[config.mk]
export PLATFORM = sky130hd
export DESIGN_NAME = command_line_splitter_flat
export DESIGN_NICKNAME = d
export VERILOG_FILES = /design/src/sv/cls_pkg.sv /design/src/sv/cls_byte_if.sv /design/src/sv/cls_res_if.sv /design/src/sv/command_line_splitter.sv /design/src/sv/cls_front.sv /design/src/sv/cls_queue.sv /design/src/sv/cls_back.sv /design/src/flat_wrapper.sv
export SDC_FILE = /design/constraint.sdc
export NUM_CORES = 1
export LEC_CHECK = 0
export BUFFER_PORTS_ARGS = -buffer_cell sky130_fd_sc_hd__buf_2
export CORE_MARGIN = 2
export CORE_UTILIZATION = 52
export CTS_CLUSTER_SIZE = 24
export DETAILED_ROUTE_END_ITERATION = 10
export GPL_TIMING_DRIVEN = 0
export PLACE_DENSITY = 0.69
export SETUP_SLACK_MARGIN = 0.02
export SYNTH_ARGS = -nofsm -noshare
export SYNTH_HDL_FRONTEND = slang
export SYNTH_SLANG_ARGS = --single-unit
[constraint.sdc]
create_clock -name clk_i -period 10.9 [get_ports clk_i]
set_input_delay 0.545 -clock clk_i [delete_from_list [all_inputs] [get_ports clk_i]]
set_output_delay 0.545 -clock clk_i [all_outputs]
set_load 0.1 [all_outputs]
[src/sv/cls_pkg.sv]
package cls_pkg;

  // Width of the backslash and argument counters; both saturate at all ones.
  localparam int unsigned COUNT_WIDTH = 16;

  // Output field widths are fixed.
  localparam int unsigned REP_WIDTH = 16;
  localparam int unsigned MAX_RES   = 3;

  // Entries in the queue between front and back.
  localparam int unsigned QDEPTH = 2;

  localparam logic [7:0] CH_NUL    = 8'h00;
  localparam logic [7:0] CH_QUOTE  = 8'h22;
  localparam logic [7:0] CH_BSLASH = 8'h5C;
  localparam logic [7:0] CH_TAB    = 8'h09;
  localparam logic [7:0] CH_SPACE  = 8'h20;

  typedef logic [COUNT_WIDTH-1:0] cnt_t;

  typedef enum logic [1:0] {
    KIND_CHAR     = 2'd0,
    KIND_ARG_END  = 2'd1,
    KIND_LINE_END = 2'd2,
    KIND_EMPTY    = 2'd3
  } kind_e;

  // One result word.
  typedef struct packed {
    kind_e                kind;
    logic [7:0]           char_out;
    logic [REP_WIDTH-1:0] repeat_res;
    logic [REP_WIDTH-1:0] arg_total;
  } res_t;

  // All results caused by one input byte, packed from slot 0.
  typedef struct packed {
    logic [1:0]          cnt;
    res_t [MAX_RES-1:0]  slot;
  } entry_t;

  // Counter value masked to an output field.
  function automatic logic [REP_WIDTH-1:0] to_field(cnt_t v);
    logic [31:0] w;
    w = 32'(v);
    return w[REP_WIDTH-1:0];
  endfunction

  function automatic cnt_t sat_inc(cnt_t v);
    return (v == '1) ? v : v + cnt_t'(1);
  endfunction

endpackage

[src/sv/cls_byte_if.sv]
interface cls_byte_if;
  logic       valid;
  logic       ready;
  logic [7:0] byte_in;

  modport source (output valid, output byte_in, input ready);
  modport sink   (input valid, input byte_in, output ready);
endinterface

[src/sv/cls_res_if.sv]
interface cls_res_if;
  logic        valid;
  logic        ready;
  logic [1:0]  kind;
  logic [7:0]  char_out;
  logic [15:0] repeat_res;
  logic [15:0] arg_total;
  logic        last;

  modport source (output valid, output kind, output char_out, output repeat_res,
                  output arg_total, output last, input ready);
  modport sink   (input valid, input kind, input char_out, input repeat_res,
                  input arg_total, input last, output ready);
endinterface

[src/sv/command_line_splitter.sv]
// Command line splitter. Takes one byte of a command line per word (byte 0 ends
// the line) and emits result words: character runs (backslash runs come as one
// word with a repeat count), argument ends, and a line end carrying the argument
// count, or an empty-line error for a bare byte 0. The first argument is the
// program path with literal backslashes; later arguments follow the Windows
// backslash and quote rules. Input bytes are taken one per cycle while the queue
// has room; a byte that causes k results yields k output words, and the two-entry
// queue between the byte classifier and the output sequencer keeps the input
// running while those words drain. Bytes that cause no result take no entry. The
// input stalls only while both entries are taken, that is when the output side is
// two result-producing bytes behind. No clearing pass after reset.
module command_line_splitter
  import cls_pkg::*;
(
  input  logic      clk_i,
  input  logic      rst_ni,
  cls_byte_if.sink  byte_i,
  cls_res_if.source res_o
);

  logic   push, full, pop, q_valid;
  entry_t entry, head;

  cls_front u_front (
    .clk_i   (clk_i),
    .rst_ni  (rst_ni),
    .byte_i  (byte_i),
    .full_i  (full),
    .push_o  (push),
    .entry_o (entry)
  );

  cls_queue u_queue (
    .clk_i   (clk_i),
    .rst_ni  (rst_ni),
    .push_i  (push),
    .entry_i (entry),
    .full_o  (full),
    .pop_i   (pop),
    .valid_o (q_valid),
    .head_o  (head)
  );

  cls_back u_back (
    .clk_i   (clk_i),
    .rst_ni  (rst_ni),
    .valid_i (q_valid),
    .head_i  (head),
    .pop_o   (pop),
    .res_o   (res_o)
  );

endmodule

[src/sv/cls_front.sv]
module cls_front
  import cls_pkg::*;
(
  input  logic       clk_i,
  input  logic       rst_ni,
  cls_byte_if.sink   byte_i,
  input  logic       full_i,
  output logic       push_o,
  output entry_t     entry_o
);

  typedef enum logic [4:0] {
    PH_LINE_START  = 5'b00001,
    PH_PATH_QUOTED = 5'b00010,
    PH_PATH_PLAIN  = 5'b00100,
    PH_GAP         = 5'b01000,
    PH_ARG         = 5'b10000
  } phase_e;

  phase_e     phase_q, phase_d;
  logic [1:0] qc_q, qc_d;
  logic       iqr_q, iqr_d;
  cnt_t       pend_q, pend_d;
  cnt_t       argc_q, argc_d;

  logic       acc;
  logic [7:0] b;
  logic       blank;

  // Working copies for argument bytes
  logic       do_arg;
  logic [1:0] qe;
  logic       ie;
  cnt_t       pe;

  // Candidate results: backslash flush, primary, line end
  logic       a_en;
  cnt_t       a_cnt;
  logic       b_en;
  kind_e      b_kind;
  logic [7:0] b_char;
  logic       c_en;
  logic       clear;

  assign byte_i.ready = !full_i;
  assign acc          = byte_i.valid && !full_i;
  assign b            = byte_i.byte_in;
  assign blank        = (b == CH_SPACE) || (b == CH_TAB);

  // Byte classification and state update
  always_comb begin
    phase_d = phase_q;
    qc_d    = qc_q;
    iqr_d   = iqr_q;
    pend_d  = pend_q;
    argc_d  = argc_q;
    do_arg  = 1'b0;
    qe      = qc_q;
    ie      = iqr_q;
    pe      = pend_q;
    a_en    = 1'b0;
    a_cnt   = '0;
    b_en    = 1'b0;
    b_kind  = KIND_CHAR;
    b_char  = CH_NUL;
    c_en    = 1'b0;
    clear   = 1'b0;

    case (phase_q)
      PH_PATH_QUOTED: begin
        if (b == CH_NUL) begin
          b_en   = 1'b1;
          b_kind = KIND_ARG_END;
          c_en   = 1'b1;
          clear  = 1'b1;
        end else if (b == CH_QUOTE) begin
          b_en    = 1'b1;
          b_kind  = KIND_ARG_END;
          phase_d = PH_GAP;
        end else begin
          b_en   = 1'b1;
          b_char = b;
        end
      end
      PH_PATH_PLAIN: begin
        if (b == CH_NUL) begin
          b_en   = 1'b1;
          b_kind = KIND_ARG_END;
          c_en   = 1'b1;
          clear  = 1'b1;
        end else if (blank) begin
          b_en    = 1'b1;
          b_kind  = KIND_ARG_END;
          phase_d = PH_GAP;
        end else begin
          b_en   = 1'b1;
          b_char = b;
        end
      end
      PH_GAP: begin
        if (b == CH_NUL) begin
          c_en  = 1'b1;
          clear = 1'b1;
        end else if (!blank) begin
          argc_d = sat_inc(argc_q);
          qe     = 2'd0;
          ie     = 1'b0;
          pe     = '0;
          do_arg = 1'b1;
        end
      end
      PH_ARG: begin
        do_arg = 1'b1;
      end
      default: begin
        if (b == CH_NUL) begin
          b_en   = 1'b1;
          b_kind = KIND_EMPTY;
          clear  = 1'b1;
        end else begin
          argc_d = cnt_t'(1);
          if (b == CH_QUOTE) begin
            phase_d = PH_PATH_QUOTED;
          end else if (blank) begin
            b_en    = 1'b1;
            b_kind  = KIND_ARG_END;
            phase_d = PH_GAP;
          end else begin
            b_en    = 1'b1;
            b_char  = b;
            phase_d = PH_PATH_PLAIN;
          end
        end
      end
    endcase

    // Argument bytes: backslash and quote rules
    if (do_arg) begin
      if (ie && (b != CH_QUOTE)) begin
        if (qe == 2'd2) begin
          qe = 2'd0;
        end
        ie = 1'b0;
      end
      phase_d = PH_ARG;
      qc_d    = qe;
      iqr_d   = ie;
      pend_d  = pe;
      if (b == CH_NUL) begin
        a_en   = 1'b1;
        a_cnt  = pe;
        b_en   = 1'b1;
        b_kind = KIND_ARG_END;
        c_en   = 1'b1;
        clear  = 1'b1;
      end else if (blank && (qe == 2'd0)) begin
        a_en    = 1'b1;
        a_cnt   = pe;
        b_en    = 1'b1;
        b_kind  = KIND_ARG_END;
        pend_d  = '0;
        phase_d = PH_GAP;
      end else if (b == CH_BSLASH) begin
        pend_d = sat_inc(pe);
      end else if (b == CH_QUOTE) begin
        if (ie) begin
          qc_d = qe + 2'd1;
          if (qc_d == 2'd3) begin
            b_en   = 1'b1;
            b_char = CH_QUOTE;
            qc_d   = 2'd0;
          end
        end else if (!pe[0]) begin
          a_en  = 1'b1;
          a_cnt = pe >> 1;
          qc_d  = qe + 2'd1;
        end else begin
          a_en   = 1'b1;
          a_cnt  = pe >> 1;
          b_en   = 1'b1;
          b_char = CH_QUOTE;
        end
        pend_d = '0;
        iqr_d  = 1'b1;
      end else begin
        a_en   = 1'b1;
        a_cnt  = pe;
        b_en   = 1'b1;
        b_char = b;
        pend_d = '0;
      end
    end

    if (clear) begin
      phase_d = PH_LINE_START;
      qc_d    = 2'd0;
      iqr_d   = 1'b0;
      pend_d  = '0;
      argc_d  = '0;
    end
  end

  // Pack present results in order
  always_comb begin
    entry_o = '0;
    if (a_en && (a_cnt != '0)) begin
      entry_o.slot[entry_o.cnt] = '{kind: KIND_CHAR, char_out: CH_BSLASH,
                                    repeat_res: to_field(a_cnt), arg_total: '0};
      entry_o.cnt = entry_o.cnt + 2'd1;
    end
    if (b_en) begin
      entry_o.slot[entry_o.cnt] = '{kind: b_kind, char_out: b_char,
                                    repeat_res: (b_kind == KIND_CHAR) ? 16'd1 : 16'd0,
                                    arg_total: '0};
      entry_o.cnt = entry_o.cnt + 2'd1;
    end
    if (c_en) begin
      entry_o.slot[entry_o.cnt] = '{kind: KIND_LINE_END, char_out: CH_NUL,
                                    repeat_res: '0, arg_total: to_field(argc_q)};
      entry_o.cnt = entry_o.cnt + 2'd1;
    end
  end

  assign push_o = acc && (entry_o.cnt != 2'd0);

  always_ff @(posedge clk_i or negedge rst_ni) begin
    if (!rst_ni) begin
      phase_q <= PH_LINE_START;
      qc_q    <= 2'd0;
      iqr_q   <= 1'b0;
      pend_q  <= '0;
      argc_q  <= '0;
    end else if (acc) begin
      phase_q <= phase_d;
      qc_q    <= qc_d;
      iqr_q   <= iqr_d;
      pend_q  <= pend_d;
      argc_q  <= argc_d;
    end
  end

endmodule

[src/sv/cls_queue.sv]
module cls_queue
  import cls_pkg::*;
(
  input  logic   clk_i,
  input  logic   rst_ni,
  input  logic   push_i,
  input  entry_t entry_i,
  output logic   full_o,
  input  logic   pop_i,
  output logic   valid_o,
  output entry_t head_o
);

  localparam int unsigned PTR_W = (QDEPTH > 1) ? $clog2(QDEPTH) : 1;
  localparam int unsigned CNT_W = $clog2(QDEPTH + 1);

  entry_t             mem_q [QDEPTH];
  logic [PTR_W-1:0]   wr_q, rd_q;
  logic [CNT_W-1:0]   cnt_q;

  assign full_o  = (cnt_q == CNT_W'(QDEPTH));
  assign valid_o = (cnt_q != '0);
  assign head_o  = mem_q[rd_q];

  // Entry storage
  always_ff @(posedge clk_i) begin
    if (push_i) begin
      mem_q[wr_q] <= entry_i;
    end
  end

  // Pointers and fill level
  always_ff @(posedge clk_i or negedge rst_ni) begin
    if (!rst_ni) begin
      wr_q  <= '0;
      rd_q  <= '0;
      cnt_q <= '0;
    end else begin
      if (push_i) begin
        wr_q <= (wr_q == PTR_W'(QDEPTH - 1)) ? '0 : wr_q + PTR_W'(1);
      end
      if (pop_i) begin
        rd_q <= (rd_q == PTR_W'(QDEPTH - 1)) ? '0 : rd_q + PTR_W'(1);
      end
      if (push_i && !pop_i) begin
        cnt_q <= cnt_q + CNT_W'(1);
      end else if (pop_i && !push_i) begin
        cnt_q <= cnt_q - CNT_W'(1);
      end
    end
  end

endmodule

[src/sv/cls_back.sv]
module cls_back
  import cls_pkg::*;
(
  input  logic      clk_i,
  input  logic      rst_ni,
  input  logic      valid_i,
  input  entry_t    head_i,
  output logic      pop_o,
  cls_res_if.source res_o
);

  logic [1:0] idx_q, idx_d;
  res_t       cur;
  logic       is_last;
  logic       fire;

  // Walk the slots of the head entry, one word per cycle while the output is ready
  assign cur     = head_i.slot[idx_q];
  assign is_last = (idx_q == head_i.cnt - 2'd1);
  assign fire    = valid_i && res_o.ready;
  assign pop_o   = fire && is_last;

  assign res_o.valid      = valid_i;
  assign res_o.kind       = cur.kind;
  assign res_o.char_out   = cur.char_out;
  assign res_o.repeat_res = cur.repeat_res;
  assign res_o.arg_total  = cur.arg_total;
  assign res_o.last       = is_last;

  always_comb begin
    idx_d = idx_q;
    if (fire) begin
      idx_d = is_last ? 2'd0 : idx_q + 2'd1;
    end
  end

  always_ff @(posedge clk_i or negedge rst_ni) begin
    if (!rst_ni) begin
      idx_q <= 2'd0;
    end else begin
      idx_q <= idx_d;
    end
  end

endmodule
[src/flat_wrapper.sv]
// flat-port wrapper written by rule: the top's interface ports become plain ports
module command_line_splitter_flat import cls_pkg::*;
  (clk_i, rst_ni, byte_i_valid, byte_i_byte_in, byte_i_ready, res_o_valid, res_o_kind, res_o_char_out, res_o_repeat_res, res_o_arg_total, res_o_last, res_o_ready);
  cls_byte_if byte_i_i ();
  cls_res_if res_o_i ();
  input  logic clk_i;
  input  logic rst_ni;
  input wire logic [$bits(byte_i_i.valid)-1:0] byte_i_valid;
  input wire logic [$bits(byte_i_i.byte_in)-1:0] byte_i_byte_in;
  output wire logic [$bits(byte_i_i.ready)-1:0] byte_i_ready;
  output wire logic [$bits(res_o_i.valid)-1:0] res_o_valid;
  output wire logic [$bits(res_o_i.kind)-1:0] res_o_kind;
  output wire logic [$bits(res_o_i.char_out)-1:0] res_o_char_out;
  output wire logic [$bits(res_o_i.repeat_res)-1:0] res_o_repeat_res;
  output wire logic [$bits(res_o_i.arg_total)-1:0] res_o_arg_total;
  output wire logic [$bits(res_o_i.last)-1:0] res_o_last;
  input wire logic [$bits(res_o_i.ready)-1:0] res_o_ready;
  assign byte_i_i.valid = byte_i_valid;
  assign byte_i_i.byte_in = byte_i_byte_in;
  assign byte_i_ready = byte_i_i.ready;
  assign res_o_valid = res_o_i.valid;
  assign res_o_kind = res_o_i.kind;
  assign res_o_char_out = res_o_i.char_out;
  assign res_o_repeat_res = res_o_i.repeat_res;
  assign res_o_arg_total = res_o_i.arg_total;
  assign res_o_last = res_o_i.last;
  assign res_o_i.ready = res_o_ready;
  command_line_splitter u_core (.clk_i(clk_i), .rst_ni(rst_ni), .byte_i(byte_i_i), .res_o(res_o_i));
endmodule
==> metrics <==
result of the run completed; number of design-rule violations left by the first detailed-router iteration 707; Synth top cells by count 176 x sky130_fd_sc_hd__edfxtp_1, 59 x sky130_fd_sc_hd__and2_1, 55 x sky130_fd_sc_hd__nor2_1; cell accounting for the most synthesized area sky130_fd_sc_hd__edfxtp_1; Wirelength per Cell 20.04 um; total via count in the routed design 7398; combined global-route utilization of all metal layers 23.40%; vertical die dimension 148.3 um; slew of the pin with the lowest slew margin 1.290 ns; count of pins over their slew limit 0; total CTS buffers 24; Gate Count Post-Synth 867; vias in the first global route 7362; final period demand of the worst path 5.920 ns; register bit total from synthesis 222; max-slew headroom at the worst pin 13.34%; leading cell type by number of instances after synthesis sky130_fd_sc_hd__edfxtp_1; level count of the clock H-tree 1; required time of the worst setup path 11.10 ns; count of fill cells added during filler insertion 1631; DRT Wirelength 24900 um; crit share post-route 54.31%; number of flops mapped to enable cells by yosys 176; I/O pin count 57; CP bufs+invs 4; Critical Path, Cell by Cell buf_2, or4_1, nor2_1, buf_2, nand2_1, clkbuf_1, and3_1, ha_1, mux2_2, a21oi_1, o221ai_1, ha_1, a211oi_1, a211o_1, nor2_4, buf_12; latest clock arrival within the worst-skew pair 0.51 ns; Core Area 20360 sq um; maximum number of pins on one net before global-route repair 47; number of antenna violations at the first check in global routing 0; highest fanout seen on the critical path 30; count of distinct cell types in the synthesized netlist 78; max-cap viol count 0; average size of a mapped cell 12.49 sq um; family with the most delay on the worst path simple AND/OR/NAND/NOR gates; Peak Freq 168.9 MHz; clock-pin slew on the worst setup and hold paths 0.06 ns; Final Setup Violations 0; Post-DP HPWL 17080 um; final hold violation count 0; Detail Route Antenna Nets 0; type of the setup path with the least slack reg2reg; final net count 975; hold slack final 0.2370 ns; worst-path cell with the longest stage delay sky130_fd_sc_hd__nor2_4; Synth top area share 48.81%; drt pass-1 iters 6; clock tree from TritonCTS done; final global-route overflow total 0; die area 21990 sq um; Hold Buf Count CTS 0; maximum clock skew at final layout 0.01229 ns; layout cells sized above 1 18.31%; first-pass GRT wire length 40440 um; Most used DFF post-synth sky130_fd_sc_hd__edfxtp_1; starting density of the core 53.17%; Synth async-reset ratio 20.72%; number of cells in the finished layout apart from fillers 1242; post-cts sizing count 0; buffers inserted by post-CTS timing repair 0; number of buffers added on ports 56; Avg Vias per Cell 5.957; clock sinks 222; maximum number of buffers from clock root to sink 3; unrepaired setup endpoints after global routing false; routability-driven placement congestion ratio 0.9756; data arrival time of the critical path 6.12 ns; width of the die 148.3 um; proportion of synthesized chip area in sequential cells 59.45%; Synth warnings 0; master cell of the clock root buffer sky130_fd_sc_hd__clkbuf_16; number of core rows 52; post-detailed-route DRC marker count 0; signed area change from the synthesized netlist to the final layout 14.57%; Worst Setup End Kind flop; type of origin of the critical path flop; number of nets in the synthesized netlist 888; Netlist Area Pre-Place 10830 sq um; Hold Path Class in2async; setup tns final 0 ns; Util after Layout 60.92%; delay of the slowest cell on the worst path 0.73 ns; number of placed instances, taps included 1198; largest cells by area after synthesis sky130_fd_sc_hd__edfxtp_1 49%, sky130_fd_sc_hd__dfrtp_1 10%, sky130_fd_sc_hd__mux4_2 5.6%; n_diodes 0
stage by stage:
stage / worst slack, ns / instance area, sq um
final: 4.980 / 12410
after floorplan: 3.150 / 10830
after CTS: 5.079 / 12410
after detailed placement: 4.860 / 11580
after global routing: 4.638 / 12410
after global placement: -0.09347 / 11450
final timing paths:
kind | slack (ns) | end | cells past startpoint | start
min in group clk_i | 0.41 | u_core.u_back.idx_q[0]$_DFFE_PN0P_ | 4 | res_o_ready
max | 4.98 | u_core.u_queue.mem_q[1][19]$_DFFE_PP_ | 16 | u_core.u_front.phase_q[4]$_DFFE_PN0P_
max in group asynchronous | 9.97 | u_core.u_front.argc_q[9]$_DFFE_PN0P_ | 1 | rst_ni
min | 0.24 | u_core.u_front.pend_q[11]$_DFFE_PN0P_ | 1 | rst_ni
min reg2reg | 0.50 | u_core.u_queue.cnt_q[1]$_DFFE_PN0P_ | 1 | u_core.u_queue.cnt_q[1]$_DFFE_PN0P_
max reg2reg | 4.98 | u_core.u_queue.mem_q[1][19]$_DFFE_PP_ | 16 | u_core.u_front.phase_q[4]$_DFFE_PN0P_
state kept, by name (all words and copies together), names as in the netlist:
name / count
u_core.u_front.iqr_q: 1
u_core.u_front.pend_q: 16
u_core.u_queue.rd_q: 1
u_core.u_queue.mem_q: 176
u_core.u_back.idx_q: 2
u_core.u_front.argc_q: 16
u_core.u_queue.cnt_q: 2
u_core.u_front.phase_q: 5
u_core.u_front.qc_q: 2
u_core.u_queue.wr_q: 1
cell type report:
class	instances	area, sq um	share of cell area [%]
Sequential cell	222	6437	51.89
Multi-Input combinational cell	549	3986	32.13
Clock buffer	33	696.9	5.618
Timing Repair Buffer	61	395.4	3.187
Tap cell	270	337.8	2.723
Buffer	59	275.3	2.219
Inverter	37	143.9	1.160
Clock inverter	11	132.6	1.069
routing by layer:
layer  track usage, %  part of all wire [%]
met1            32.82                    43
met2            39.35                    50
met3            2.975                   5.8
met4            5.667                   1.6
met5                0                     0
worst reg2reg max path, cell delays in order, from the launching register on:
cell and delay [ns]:
sky130_fd_sc_hd__dfrtp_1 0.35, sky130_fd_sc_hd__buf_2 0.16, sky130_fd_sc_hd__or4_1 0.56, sky130_fd_sc_hd__nor2_1 0.42, sky130_fd_sc_hd__buf_2 0.36, sky130_fd_sc_hd__nand2_1 0.23, sky130_fd_sc_hd__clkbuf_1 0.33, sky130_fd_sc_hd__and3_1 0.28
sky130_fd_sc_hd__ha_1 0.17, sky130_fd_sc_hd__mux2_2 0.27, sky130_fd_sc_hd__a21oi_1 0.22, sky130_fd_sc_hd__o221ai_1 0.31, sky130_fd_sc_hd__ha_1 0.46, sky130_fd_sc_hd__a211oi_1 0.07, sky130_fd_sc_hd__a211o_1 0.38, sky130_fd_sc_hd__nor2_4 0.73
sky130_fd_sc_hd__buf_12 0.30
cell usage in the layout, fill, tap and decap left out, types with 4 or more instances in the layout:
| cell | count |
|---|---|
| sky130_fd_sc_hd__a211oi_1 | 5 |
| sky130_fd_sc_hd__a21o_1 | 5 |
| sky130_fd_sc_hd__a21oi_1 | 28 |
| sky130_fd_sc_hd__a31oi_1 | 7 |
| sky130_fd_sc_hd__a32o_1 | 7 |
| sky130_fd_sc_hd__and2_1 | 59 |
| sky130_fd_sc_hd__and3_1 | 15 |
| sky130_fd_sc_hd__buf_1 | 5 |
| sky130_fd_sc_hd__buf_2 | 72 |
| sky130_fd_sc_hd__clkbuf_1 | 39 |
| sky130_fd_sc_hd__clkbuf_16 | 26 |
| sky130_fd_sc_hd__dfrtp_1 | 45 |
| sky130_fd_sc_hd__edfxtp_1 | 176 |
| sky130_fd_sc_hd__ha_1 | 9 |
| sky130_fd_sc_hd__inv_1 | 36 |
| sky130_fd_sc_hd__mux2i_1 | 35 |
| sky130_fd_sc_hd__mux4_2 | 27 |
| sky130_fd_sc_hd__nand2_1 | 47 |
| sky130_fd_sc_hd__nand2b_1 | 6 |
| sky130_fd_sc_hd__nand3_1 | 33 |
| sky130_fd_sc_hd__nand4_1 | 11 |
| sky130_fd_sc_hd__nor2_1 | 53 |
| sky130_fd_sc_hd__nor2b_1 | 12 |
| sky130_fd_sc_hd__nor3_1 | 21 |
| sky130_fd_sc_hd__nor3b_1 | 5 |
| sky130_fd_sc_hd__nor4_1 | 5 |
| sky130_fd_sc_hd__o211ai_1 | 5 |
| sky130_fd_sc_hd__o21ai_0 | 41 |
| sky130_fd_sc_hd__o21ai_1 | 8 |
| sky130_fd_sc_hd__o22ai_1 | 22 |
| sky130_fd_sc_hd__o31ai_2 | 7 |
| sky130_fd_sc_hd__or2_2 | 6 |
| sky130_fd_sc_hd__xnor2_1 | 5 |
| sky130_fd_sc_hd__xor2_1 | 4 |
logic make-up (layout without fill, tap and decap cells):
group,Yosys count,in the layout,share of synthesized area (%)
multiplexers,67,67,9.371
XOR/XNOR,9,9,0.7279
AO/OA/AOI/OAI,169,169,10.80
adder cells (fa/ha/maj),9,9,1.040
AND/OR/NAND/NOR,295,295,14.73
buffers and inverters,96,201,3.871
flip-flops,222,222,59.45
Power is left out: the tool's default activity adds up to more than one toggle a clock period on the data nets, which glitch-free logic cannot reach.
